$ cat src/oep_pkg.sv
package oep_pkg;

	localparam int CW          = 32;
	localparam int ZW          = 33;
	localparam int CORDIC_STEPS = 30;
	localparam int DIV_STEPS   = 32;

	localparam logic [1:0] REG_PERT_HARMONIC = 2'd0;
	localparam logic [1:0] REG_PERT_DIVISOR  = 2'd1;

	localparam logic [24:0] DEG_FULL_TURN = 25'd23592960;
	localparam logic [26:0] RECIP45       = 27'd95443717;
	localparam logic [29:0] RAD_TO_PHASE  = 30'd683565276;
	localparam logic signed [CW-1:0] CORDIC_X0 = 32'sd652032874;

	localparam logic [31:0] ATAN_TBL [0:CORDIC_STEPS-1] = '{
		32'h20000000, 32'h12E4051E, 32'h09FB385B, 32'h051111D4, 32'h028B0D43, 32'h0145D7E1,
		32'h00A2F61E, 32'h00517C55, 32'h0028BE53, 32'h00145F2F, 32'h000A2F98, 32'h000517CC,
		32'h00028BE6, 32'h000145F3, 32'h0000A2FA, 32'h0000517D, 32'h000028BE, 32'h0000145F,
		32'h00000A30, 32'h00000518, 32'h0000028C, 32'h00000146, 32'h000000A3, 32'h00000051,
		32'h00000029, 32'h00000014, 32'h0000000A, 32'h00000005, 32'h00000003, 32'h00000001
	};

	// floor(k * 8192 / 45): fraction of one 45-step degree slot in phase units
	localparam logic [12:0] FRAC_TBL [0:44] = '{
		13'd0,    13'd182,  13'd364,  13'd546,  13'd728,  13'd910,  13'd1092, 13'd1274,
		13'd1456, 13'd1638, 13'd1820, 13'd2002, 13'd2184, 13'd2366, 13'd2548, 13'd2730,
		13'd2912, 13'd3094, 13'd3276, 13'd3458, 13'd3640, 13'd3822, 13'd4004, 13'd4187,
		13'd4369, 13'd4551, 13'd4733, 13'd4915, 13'd5097, 13'd5279, 13'd5461, 13'd5643,
		13'd5825, 13'd6007, 13'd6189, 13'd6371, 13'd6553, 13'd6735, 13'd6917, 13'd7099,
		13'd7281, 13'd7463, 13'd7645, 13'd7827, 13'd8009
	};

	typedef struct packed {
		logic signed [CW-1:0] x;
		logic signed [CW-1:0] y;
		logic signed [ZW-1:0] z;
		logic                 flip;
	} cordic_t;

	typedef struct packed {
		logic [31:0] rem;
		logic [31:0] num;
		logic [31:0] quo;
		logic [31:0] div;
		logic        ovf;
	} div_t;

endpackage

$ cat src/oep_div_cell.sv
module oep_div_cell (
	input  logic          clk,
	input  logic          en,
	input  oep_pkg::div_t d,
	output oep_pkg::div_t q
);
	import oep_pkg::*;

	logic [32:0] trial;
	logic [33:0] diff;
	logic        ge;
	div_t        nxt;

	// one quotient bit per cell, next dividend bit shifted in from num
	always_comb begin
		trial = {d.rem, d.num[31]};
		diff = {1'b0, trial} - {2'b00, d.div};
		ge = ~diff[33];
		nxt = d;
		nxt.rem = ge ? diff[31:0] : trial[31:0];
		nxt.num = {d.num[30:0], 1'b0};
		nxt.quo = {d.quo[30:0], ge};
	end

	always_ff @(posedge clk) begin
		if (en) begin
			q <= nxt;
		end
	end

endmodule

$ cat config.mk
export PLATFORM = sky130hd
export DESIGN_NAME = oep_div_cell
export DESIGN_NICKNAME = d
export VERILOG_FILES = /design/src/oep_pkg.sv /design/src/oep_div_cell.sv
export SDC_FILE = /design/constraint.sdc
export NUM_CORES = 1
export LEC_CHECK = 0
export BUFFER_PORTS_ARGS = -buffer_cell sky130_fd_sc_hd__buf_4
export CORE_MARGIN = 10
export CORE_UTILIZATION = 40
export DETAILED_ROUTE_END_ITERATION = 16
export GPL_TIMING_DRIVEN = 0
export PLACE_DENSITY = 0.82
export SYNTH_ARGS = -nofsm -noshare
export SYNTH_HDL_FRONTEND = slang
export SYNTH_SLANG_ARGS = --single-unit
$ cat constraint.sdc
create_clock -name clk -period 3.3 [get_ports clk]
set_input_delay 0.66 -clock clk [delete_from_list [all_inputs] [get_ports clk]]
set_output_delay 0.66 -clock clk [all_outputs]
set_load 0.02 [all_outputs]
; ---- Word level (Yosys, flattened, before mapping)
; Cells that the tools add are included.
[totals]
ff_bits = 128
output_inout_bits = 129
wordCells = 8
[classes]
addsub = 1
mux = 1
bitwise_logic = 1
[ops]
columns = op, n
row1 = $sub A33 B32 Y34, 1
row2 = $mux W32, 1
row3 = $not A1 Y1, 1

; ---- Logic depth before layout (Yosys ltp)
[depth]
depth_word = 2
ltp_mapped = 12

; ---- Least setup slack after synthesis
; OpenSTA, ideal clock, no wires.
[synth_path]
path_type = in2reg
from = input d[96] (netlist bit)
to = register q[125] (netlist bit) (data pin)
setup_time_ns = 0.260
t_arrival_ns = 3.053
path_slack_ns = -0.014
cell_stages = 12
path_buffers = 0
path_cell_list = inv_1 -> ha_1 -> inv_1 -> fa_1 -> a211oi_1 -> o211a_1 -> o31ai_1 -> o41a_1 -> a41oi_1 -> o21ai_0 -> a21boi_0 -> mux2_4
[synth_rtl]
columns = item, line_no
row1 = "start, declared", oep_div_cell.sv:4  ; input oep_pkg::div_t d,
row2 = "end signal, assigned", oep_div_cell.sv:27  ; q <= nxt;
row3 = "end, declared", oep_div_cell.sv:5  ; output oep_pkg::div_t q

==> summary.md <==
| Metric | Value |
|---|---|
| Register bit count reported by yosys | roughly 130 |
| Initial core utilization | between 40% and 50% |
| Clock root buffer | clkbuf_16 |
| Max-slew violations | 0 |
| LEAKAGE | 4.052 nW |
| Net Sw Frac | 28.52% |
| Post-route cell area | ~9000 um2 |
| CTS tree | done |
| Highest clock rate | 309.4 MHz |
| Diode count | 0 |
| Tcrit/Tclk final | 97.93% |
| Sink Count | ~130 |
| H-tree depth | 4 |
| CP Max Fanout | 4 |
| Final-report setup violation count | 0 |
| Top-area cell type share of the netlist area | 61.38% |
| Min cycle time layout | between 3000 and 4000 ps |
| GRT overflow | 0 |
| Vias per cell | 4.969 |
| Fin nets | 895 |
| Startpoint types | primary input |
| DRC violations left | 0 |
| Syn_nets | 615 |
| Largest net degree at the start of global routing | 90 |
| Unique masters post-synth | 54 |
| Max VDD drop | 0.0003731 V |
| Area Overhead vs Synth | 45.83% |
| Post-synth top cells | edfxtp_1, inv_1, a21oi_1, ha_1, mux2_4 |
| Largest Register | q |
| TritonCTS buffer count | 17 |
| Yosys top cell by area | edfxtp_1 |
| Initial antenna violation count | 0 |
| DPL Wire Length | 15.66 mm |
| Most frequent cell after synthesis | edfxtp_1 |
| Syn avg cell area | 13.89 um2 |
| Req. time, crit path | around 3500 ps |
| Total Wirelength | 20.09 mm |
| Global-route usage over all layers | 18.38% |
| Crit-path leading delay family | compound AO/OA/AOI/OAI gates |
| Drt initial violations | 349 |
| Placed Area | between 8000 and 9000 um2 |
| Synth Cell Area | between 6000 and 7000 um2 |
| Vias | 4745 |
| Critical path class | in2reg |
| Largest regs | q: 128 flops |
| Top FF cell, synth | edfxtp_1 |
| Die ar. | approximately 21000 um2 |
| Routed Antenna Nets | 0 |
| Pre-CTS setup slack | -522.4 ps |
| Gate power share | between 20% and 30% |
| CP endpoint kind | flop |
| Slowest-stage cell, CP | o41a_1 |
| Syn. warnings | 0 |
| Layout cell share with drive strength beyond 1 | 45.83% |
| Std cell rows | 45 |
| Die Height | between 100 and 150 um |
| Endpoints failing hold | 0 |
| Max-cap check violation count | 0 |
| Min-Delay Path Class | in2reg |
| Outcome | complete, no violations |
| Worst path bufs/invs | 3 |
| Reg power frac | 39.2% |
| Clk slew on worst S/H paths | approximately 60 ps |
| Largest register FFs | 128 |
| Placer congestion estimate | approximately 0.87 |
| Seq/Total Area, Yosys | 61.38% |
| Crit path top cell by count | inv_1 |
| CP cell instances | buf_4 -> inv_1 -> ha_2 -> inv_1 -> fa_2 -> a211oi_2 -> o211a_1 -> o31ai_2 -> o41a_1 -> a41oi_2 -> o21ai_0 -> a21boi_0 -> mux2_4 |
| CTS max path bufs | 2 |
| CP Data Arrival Time | approximately 3400 ps |
| Post-Synthesis Cells | 451 |
| Die Wd | 145.1 um |
| Final setup margin | 68.29 ps |
| Wire per inst | roughly 21 um |
| 1st-pass router iterations | 5 |
| First-pass GRT wire length | roughly 30 mm |
| Vias in the first global route | 4779 |
| I/O Pins | 260 |
| CP max stage delay | around 490 ps |
| Synth area leaders | edfxtp_1, ha_1, mux2_4 |
| Net Switching | 1.478 mW |
| Post-synth EDFFs | 128 |
| IO Port Bufs | 257 |
| CORE AREA | 15260 um2 |
| Internal power | 3.703 mW |
| Clock power frac | 37.0% |
| Ys async rst share | 0% |
| Pwr dens | 567.3 nW/um2 |
-- final timing paths --
| kind | startpoint | to | slack, ps | cells after the start |
|---|---|---|---|---|
| max | d[96] | q[125] | 70 | 13 |
| min | d[75] | q[76] | 410 | 1 |
-- cell type report --
class	count	area (um2)
tap	211	264.0
clock buffer	17	425.4
buffer	9	87.58
sequential	128	3844
fill	1174	6126
inverter	41	153.9
clock inverter	15	171.4
timing repair buffer	261	1983
multi-input combinational	273	2203
-- power by group through the flow --
stage	sequential [mW]	clock, mW	combinational, mW
after floorplan	2.28	0	0.470
after global placement	2.06	0	1.20
after detailed placement	2.06	0	1.23
after CTS	2.03	1.95	1.23
after global routing	2.05	2.01	1.32
final	2.03	1.92	1.23
-- cells in the final DEF (no fill, tap or decap), drive strengths merged, types with 4 or more instances in the layout --
master    n
a211oi    5
a21o      7
a21oi    33
a31oi     4
and3      6
buf     270
clkbuf   17
clkinv    4
edfxtp  128
ha       32
inv      48
mux2     27
mux2i     6
nand2    23
nand2b    4
nand3     5
nand4     6
nor2     16
nor3      6
o211ai    4
o21a      6
o21ai    18
o21bai    4
o31ai     5
xnor2    17
xor2      7
-- layer usage --
| metal | GRT usage [%] | share of wire [%] | vias to the layer above |
|---|---|---|---|
| met5 | 0 | 0 | - |
| met4 | 5.359 | 1.7 | 0 |
| met3 | 7.575 | 9.7 | 18 |
| met2 | 32.18 | 51 | 214 |
| met1 | 19.93 | 37 | 2243 |
| li1 | - | - | 2270 |
-- stage by stage --
step	util [%]	power, mW	std cells	hold WS (ps)	setup TNS (ps)
6_report	59.85	5.181	955	409.3	0
3_3_place_gp	55.47	3.263	919	838.4	-8744
4_1_cts	59.64	5.218	952	392.9	0
5_1_grt	59.85	5.377	955	389.4	-34.94
2_1_floorplan	-	2.749	451	758.9	0
3_5_place_dp	55.67	3.290	920	839.4	-8946
-- kinds of logic after synthesis --
family,count (synthesis),share of synthesized area (%)
xor+xnor,24,3.357
flops,128,61.38
fa+ha+maj,33,6.713
mux,33,7.313
buf+inv,50,3.856
other cells,1,0.05988
simple gates,80,6.374
compound gates,102,10.95
-- what timing repair did --
action / CTS / global route
endpoints found under the setup margin: 3 / 3
gates resized for setup: 2 / 3
buffers inserted: 0 / 3
hold buffers: 0 / 0
cloned: 0 / 0
endpoints found under the hold margin: 0 / 0
pin swaps: 1 / 4
(Power assumes the default switching activity.)
