--- src/oep_pkg.sv ---
package oep_pkg;

	localparam int CW          = 32;
	localparam int ZW          = 33;
	localparam int CORDIC_STEPS = 30;
	localparam int DIV_STEPS   = 32;

	localparam logic [1:0] REG_PERT_HARMONIC = 2'd0;
	localparam logic [1:0] REG_PERT_DIVISOR  = 2'd1;

	localparam logic [24:0] DEG_FULL_TURN = 25'd23592960;
	localparam logic [26:0] RECIP45       = 27'd95443717;
	localparam logic [29:0] RAD_TO_PHASE  = 30'd683565276;
	localparam logic signed [CW-1:0] CORDIC_X0 = 32'sd652032874;

	localparam logic [31:0] ATAN_TBL [0:CORDIC_STEPS-1] = '{
		32'h20000000, 32'h12E4051E, 32'h09FB385B, 32'h051111D4, 32'h028B0D43, 32'h0145D7E1,
		32'h00A2F61E, 32'h00517C55, 32'h0028BE53, 32'h00145F2F, 32'h000A2F98, 32'h000517CC,
		32'h00028BE6, 32'h000145F3, 32'h0000A2FA, 32'h0000517D, 32'h000028BE, 32'h0000145F,
		32'h00000A30, 32'h00000518, 32'h0000028C, 32'h00000146, 32'h000000A3, 32'h00000051,
		32'h00000029, 32'h00000014, 32'h0000000A, 32'h00000005, 32'h00000003, 32'h00000001
	};

	// floor(k * 8192 / 45): fraction of one 45-step degree slot in phase units
	localparam logic [12:0] FRAC_TBL [0:44] = '{
		13'd0,    13'd182,  13'd364,  13'd546,  13'd728,  13'd910,  13'd1092, 13'd1274,
		13'd1456, 13'd1638, 13'd1820, 13'd2002, 13'd2184, 13'd2366, 13'd2548, 13'd2730,
		13'd2912, 13'd3094, 13'd3276, 13'd3458, 13'd3640, 13'd3822, 13'd4004, 13'd4187,
		13'd4369, 13'd4551, 13'd4733, 13'd4915, 13'd5097, 13'd5279, 13'd5461, 13'd5643,
		13'd5825, 13'd6007, 13'd6189, 13'd6371, 13'd6553, 13'd6735, 13'd6917, 13'd7099,
		13'd7281, 13'd7463, 13'd7645, 13'd7827, 13'd8009
	};

	typedef struct packed {
		logic signed [CW-1:0] x;
		logic signed [CW-1:0] y;
		logic signed [ZW-1:0] z;
		logic                 flip;
	} cordic_t;

	typedef struct packed {
		logic [31:0] rem;
		logic [31:0] num;
		logic [31:0] quo;
		logic [31:0] div;
		logic        ovf;
	} div_t;

endpackage

--- src/oep_cordic_cell.sv ---
module oep_cordic_cell #(
	parameter int unsigned Step = 0
) (
	input  logic            clk,
	input  logic            en,
	input  oep_pkg::cordic_t d,
	output oep_pkg::cordic_t q
);
	import oep_pkg::*;

	localparam logic signed [ZW-1:0] Atan = $signed({1'b0, ATAN_TBL[Step]});

	logic signed [CW-1:0] dx;
	logic signed [CW-1:0] dy;
	cordic_t              nxt;

	always_comb begin
		dx = d.y >>> Step;
		dy = d.x >>> Step;
		nxt = d;
		if (!d.z[ZW-1]) begin
			nxt.x = d.x - dx;
			nxt.y = d.y + dy;
			nxt.z = d.z - Atan;
		end else begin
			nxt.x = d.x + dx;
			nxt.y = d.y - dy;
			nxt.z = d.z + Atan;
		end
	end

	always_ff @(posedge clk) begin
		if (en) begin
			q <= nxt;
		end
	end

endmodule

--- config.mk ---
export PLATFORM = sky130hd
export DESIGN_NAME = oep_cordic_cell
export DESIGN_NICKNAME = d
export VERILOG_FILES = /design/src/oep_pkg.sv /design/src/oep_cordic_cell.sv
export SDC_FILE = /design/constraint.sdc
export NUM_CORES = 1
export LEC_CHECK = 0
export ABC_AREA = 1
export BUFFER_PORTS_ARGS = -buffer_cell sky130_fd_sc_hd__buf_2
export CAP_MARGIN = 20
export CORE_UTILIZATION = 30
export CTS_CLUSTER_SIZE = 20
export DETAILED_ROUTE_END_ITERATION = 8
export PLACE_DENSITY = 0.48
export SKIP_CTS_REPAIR_TIMING = 1
export SYNTH_ARGS = -nofsm -noshare
export SYNTH_HDL_FRONTEND = slang
export SYNTH_SLANG_ARGS = --single-unit
--- constraint.sdc ---
create_clock -name clk -period 3.4 [get_ports clk]
set_clock_uncertainty 0.05 [all_clocks]
set_input_delay 0.68 -clock clk [delete_from_list [all_inputs] [get_ports clk]]
set_output_delay 0.68 -clock clk [all_outputs]
set_load 0.02 [all_outputs]
# After elaboration in Yosys (flattened, before gate mapping)
# Cells that the tools add are included.
[op_classes] addsub=5 muxes=1
[ops] operator="$mux 97" count=1
[ops] operator="$sub 32x32->32" count=2
[ops] operator="$add 33x31->33 const B" count=1
[ops] operator="$sub 33x31->33 const B" count=1
[ops] operator="$add 32x32->32" count=1
[totals] ff_bits=98 inputBits=100 out_inout_bits=98 elab_cells=10

# Depth between registers and ports, before layout
# Gate-level depths: netlist (run 1).
[logic_depth] depth_word=2 ltp_mapped=17 depth_no_buf=16

# Least setup slack after synthesis (run 1)
# OpenSTA, ideal clock, no wires.
[synth_path] kind="in2reg" start="input d[34] in the netlist's numbering" end="register q[62] in the netlist's numbering (data pin)" setup_ps=254 arrival_ps=2048 t_required_ps=3096 slack_ps=1048 stages=11 path_buffers=0 path_cell_list="ha_1 fa_1 nand2_1 nand2_1 and2_1 nand2_1 nand3_1 nand2_1 nand3_1 nand3_1 nand2_1"
[synth_lines] element="start, declared" line_no="oep_cordic_cell.sv:6" source="input oep_pkg::cordic_t d,"
[synth_lines] element="end signal, assigned" line_no="oep_cordic_cell.sv:34" source="q <= nxt;"
[synth_lines] element="end, declared" line_no="oep_cordic_cell.sv:7" source="output oep_pkg::cordic_t q"

==> results of run 1 <==
[power by group]
| group | switching (mW) | leakage (nW) | internal [mW] | total [mW] |
|---|---|---|---|---|
| registers | 0.0358 | 0.948 | 1.50 | 1.54 |
| logic | 1.25 | 5.69 | 0.543 | 1.79 |
| clock network | 0.520 | 0.145 | 0.575 | 1.10 |
[per-layer routing]
metal / global-route usage (%) / vias up
met1: 28.2 / 4816
li1: - / 5449
met4: 7.60 / 0
met3: 2.22 / 38
met2: 32.0 / 294
met5: 0 / -
[critical path: cells and delay by family]
| family | cells | cell delay [ns] |
|---|---|---|
| buf+inv | 2 | 0.16 |
| fa+ha+maj | 1 | 0.49 |
| simple gates | 11 | 1.38 |
[Yosys cell counts (all sizes together)]
cell type	n	share of area [%]
a211oi	1	0.072
a21o	1	0.072
a21oi	72	3.5
a31oi	4	0.24
and2	2	0.12
and3	1	0.060
buf	30	1.8
clkbuf	12	0.43
clkinv	2	0.072
edfxtp	97	28
fa	4	0.77
ha	96	12
inv	331	12
nand2	624	23
nand3	147	7.1
nand3b	7	0.58
nand4	19	1.1
nor2	107	4.0
nor3	7	0.38
nor4	1	0.12
o21a	6	0.43
o21ai	36	1.7
o21bai	10	0.72
o22ai	4	0.24
o31ai	2	0.14
xor2	27	2.3
[metrics by stage]
step                cells  power [mW]  setup WS, ns  utilization (%)  hold slack, ns
floorplan            1650        2.73          1.05                -           0.729
global placement     2259        3.35         0.385             34.8           0.806
detailed placement   2259        3.36         0.411             34.8           0.808
CTS                  2275        4.48         0.815             35.7           0.409
global route         2275        4.72         0.544             35.7           0.412
finish               2275        4.43         0.770             35.7           0.432
[cell type report]
class | count | area, µm²
Multi-Input combinational cell | 1178 | 6020
Inverter | 333 | 1250
Tap cell | 448 | 561
Fill cell | 3808 | 21800
Clock buffer | 10 | 229
Sequential cell | 97 | 2910
Clock inverter | 6 | 65.1
Timing Repair Buffer | 203 | 1060
[worst paths after layout]
kind,startpoint,endpoint,slack [ns],depth (start not counted)
setup / recovery,d[39],q[64],0.77,14
hold / removal,d[19],q[19],0.43,1
[kinds of logic after synthesis]
| family | Yosys count | synth area share (%) |
|---|---|---|
| adder cells (fa/ha/maj) | 100 | 12.3 |
| flip-flops | 97 | 28.0 |
| AND/OR/NAND/NOR | 915 | 36.1 |
| buffers and inverters | 375 | 14.2 |
| XOR/XNOR | 27 | 2.27 |
| AO/OA/AOI/OAI | 136 | 7.12 |
==> summary.txt, run 1 <==
Clocking
  – Bufs on Longest Clock Path: 2
  – Total clock sinks: 97
  – Clk slew on worst S/H paths: around 0.070 ns
  – H-tree levels: 3
  – Root buffer cell: clkbuf_16
  – CTS Buf Count: 9
  – TritonCTS clock tree: done

Floorplan
  – Rows: 67
  – Die Span X: 188 µm
  – Die height: 188 µm
  – Core area: between 30000 and 40000 µm²
  – Initial Utilization: 30.7%
  – Die area: ~35000 µm²
  – I/O pins: 198

Routing
  – Via count: 10.6k
  – Wire per inst: 15.7 µm
  – Post-DRT Antenna Nets: 0
  – Routed WL: 35600 µm
  – Routed length on met3: 1820 µm
  – Met2 WL: 15600 µm
  – DRT iter0 DRCs: 764
  – Average vias per placed instance: 4.66
  – DRC viols: 0
  – M1 wire length: ~17000 µm
  – Max layer used: met4
  – First drt pass iteration count: 5

Placement
  – Gpl congestion: between 0.9 and 1
  – Port Buffer Count: 197
  – Hpwl dp: 30200 µm
  – Post-place instance area: approximately 12000 µm²

Global routing
  – Total Routing Usage GR: between 20% and 30%
  – Pin count of the biggest net entering global routing: 59
  – Antenna violations before repair: 0
  – Grt total ovfl: 0
  – Vias in the first global route: between 10k and 15k
  – First-pass GRT wire length: roughly 55000 µm

Cells and area
  – Commonest cells after routing, fill and taps aside: 617 x nand2_1, 324 x inv_1, 196 x buf_2
  – Commonest non-fill, non-tap cell in the layout: nand2_1
  – Final net count: 2022
  – Top flop regs: q (97)
  – Share of layout cells above drive strength 1: approximately an eighth
  – Final Cell Area: 12100 µm²
  – Area delta synth->final: 16.2%
  – Reg with most FFs: q
  – ANT cells: 0
  – Max reg flops: 97

Critical path
  – Worst-path fanout max: 10
  – Worst path arrival time: 2.71 ns
  – Req. time, crit path: 3.48 ns
  – Worst path cell trace: buf_2 -> inv_1 -> ha_1 -> nand2_1 -> nor2_1 -> nand2_1 -> nand3_1 -> nand2_1 -> nand2_1 -> nand2_1 -> nand2_1 -> nand2_1 -> nand3_1 -> nand2_1
  – CP Launch Type: input port
  – Worst path slowest cell: ha_1
  – Crit path capture type: flop
  – Max stage delay on crit path: 0.49 ns
  – Most used cell, CP: nand2_1
  – Critical path class: in2reg

Timing
  – Worst-case headroom to the max-slew limit: 51.2%
  – Setup TNS: 0 ns
  – Setup violators final: 0
  – FMAX: 380 MHz
  – Slew Limit Fails: 0
  – Fin crit share: slightly below 80%
  – Final min period: 2.63 ns
  – Hold Vio Cnt, Final: 0
  – Worst Max-Slew Pin Slew: ~0.73 ns
  – RSZ-0062 raised after global routing: false

Power
  – Max VDD drop: 0.000248 V
  – Leakage: 6.78 nW
  – Cell Pwr Density: 366 nW/µm²

Yosys
  – Synth cell types: 34
  – Avg Inst Size Synth: about 6.3 µm²
  – Seq/Total Area, Yosys: 28.0%
  – Post-Syn Area: 10400 µm²
  – Net Count, Synth: 1850
  – FF+latch count, synth: 97
  – Synth Instances: 1650
  – Yosys Warn Count: 0

Outcome
  – Outcome: completed

Worst hold path
  – Min-Delay Path Class: in2reg

Job
  – Number of max-cap violations: 0
No activity file was read; power rests on OpenSTA's default activity.
==> run 2: changes to the inputs <==
==> constraint.sdc (replaced) <==
create_clock -name clk -period 2.69 [get_ports clk]
set_clock_uncertainty 0.05 [all_clocks]
set_input_delay 0.538 -clock clk [delete_from_list [all_inputs] [get_ports clk]]
set_output_delay 0.538 -clock clk [all_outputs]
set_load 0.02 [all_outputs]
==> summary.txt, run 2 (synthesis results as in run 1) <==
Clocking
  – Bufs on Longest Clock Path: 2
  – Total clock sinks: 97
  – TritonCTS clock tree: done
  – Root buffer cell: clkbuf_16
  – H-tree levels: 3
  – Clk slew on worst S/H paths: ~0.080 ns
  – CTS Buf Count: 9

Critical path
  – Worst path slowest cell: ha_1
  – Most used cell, CP: nand2_1
  – Req. time, crit path: 2.77 ns
  – Critical path class: in2reg
  – CP Launch Type: input port
  – Worst-path fanout max: 8
  – Worst path buffer plus inverter count: 3
  – Worst path cell trace: buf_2 -> inv_1 -> ha_1 -> nand2_1 -> buf_4 -> nor2_2 -> and2_1 -> nand2_1 -> nand3b_2 -> nand2_1 -> nand2_1 -> nand2_1 -> nand3_1 -> nand2_1
  – Crit path capture type: flop
  – Worst path arrival time: 2.47 ns
  – CP delay by family, top: simple AND/OR/NAND/NOR gates
  – Max stage delay on crit path: 0.50 ns

Routing
  – DRT iter0 DRCs: 850
  – First drt pass iteration count: 5
  – Post-DRT Antenna Nets: 0
  – Wire per inst: 15.4 µm
  – DRC viols: 0
  – Via count: 11.0k
  – Average vias per placed instance: 4.61
  – Routed WL: around 37000 µm

Timing
  – Setup violators final: 0
  – Final min period: 2.39 ns
  – Hold Vio Cnt, Final: 0
  – RSZ-0062 raised after global routing: false
  – Slew Limit Fails: 0
  – Fin crit share: 89.0%
  – Worst-case headroom to the max-slew limit: 54.9%
  – FMAX: roughly 420 MHz
  – Worst Max-Slew Pin Slew: around 0.68 ns

Global routing
  – Vias in the first global route: 10.4k
  – First-pass GRT wire length: between 50000 and 60000 µm
  – Pin count of the biggest net entering global routing: 59
  – Total Routing Usage GR: between 20% and 30%
  – Grt total ovfl: 0
  – Antenna violations before repair: 1

Power
  – Logic pwr share: 42.3%
  – Leakage: 7.28 nW
  – P_sw: 2.36 mW
  – Cell Pwr Density: about 450 nW/µm²
  – Max VDD drop: 0.000304 V
  – Switch share: 40.4%
  – Clock Power Share: 24.3%
  – Internal cell power: 3.48 mW
  – Sequential Power Share: 33.4%

Floorplan
  – I/O pins: 198
  – Die area: 35400 µm²
  – Die Span X: between 150 and 200 µm
  – Rows: 67
  – Initial Utilization: 30.7%
  – Die height: 188 µm
  – Core area: 33900 µm²

Cells and area
  – Max reg flops: 97
  – Area delta synth->final: 23.7%
  – Final Cell Area: 12900 µm²
  – Reg with most FFs: q
  – Top flop regs: q (97)
  – FILL cells: 3730
  – Commonest cells after routing, fill and taps aside: 617 x nand2_1, 324 x inv_1, 196 x buf_2
  – Final net count: 2124
  – Commonest non-fill, non-tap cell in the layout: nand2_1
  – Share of layout cells above drive strength 1: between 15 and 20%
  – Final Non-Filler Cells: 2378

Outcome
  – Outcome: completed

Worst hold path
  – Min-Delay Path Class: in2reg

Job
  – Number of max-cap violations: 0

Placement
  – Gpl congestion: a little over 0.9
  – Hpwl dp: 31100 µm
  – Placed cells: 2361
  – Port Buffer Count: slightly below 200
  – Post-place instance area: approximately 13000 µm²
-- run 2: cell types whose count changed in the layout (fill, tap and decap cells not counted) --
cell,previous run,this run
buf_4,5,106
clkbuf_1,1,2
clkinv_1,3,2
buf_12,2,3
diode_2,0,1
-- run 2: power by group through the flow --
stage	clock network, mW	logic (mW)	registers, mW
CTS	1.46	2.46	1.95
floorplan	0	1.23	2.22
global placement	0	2.45	1.99
finish	1.42	2.47	1.95
global route	1.51	2.74	1.97
detailed placement	0	2.45	1.99
-- run 2: worst paths after layout --
kind	cells after the start	slack (ns)	start	to
max	14	0.30	d[43]	q[94]
min	1	0.29	d[29]	q[29]
-- run 2: stage by stage --
| stage | hold slack [ns] | power [mW] | setup WS [ns] | util [%] | TNS (ns) |
|---|---|---|---|---|---|
| 4_1_cts | 0.268 | 5.88 | 0.334 | 38.0 | 0 |
| 3_5_place_dp | 0.666 | 4.44 | -0.0570 | 37.1 | -0.245 |
| 2_1_floorplan | 0.587 | 3.46 | 0.480 | - | 0 |
| 5_1_grt | 0.269 | 6.21 | 0.144 | 38.0 | 0 |
| 3_3_place_gp | 0.665 | 4.43 | -0.0464 | 37.1 | -0.218 |
| 6_report | 0.287 | 5.84 | 0.296 | 38.0 | 0 |
-- run 2: layer usage --
metal	track usage [%]	routed length, µm	vias up
li1	-	-	5640
met1	28.7	17300	4941
met2	33.2	16000	348
met3	2.29	2410	39
met4	7.16	932	0
met5	0	0	-
-- run 2: area by class of cell --
| class | instances | area [µm²] | area share [%] |
|---|---|---|---|
| inverters | 333 | 1250 | 9.71 |
| clock inverters | 5 | 61.3 | 0.476 |
| multi-input cells | 1178 | 6020 | 46.7 |
| repair buffers | 305 | 1840 | 14.3 |
| clock buffers | 11 | 233 | 1.81 |
| diodes | 1 | 2.50 | 0.0194 |
| well taps | 448 | 561 | 4.35 |
| flip-flops and latches | 97 | 2910 | 22.6 |
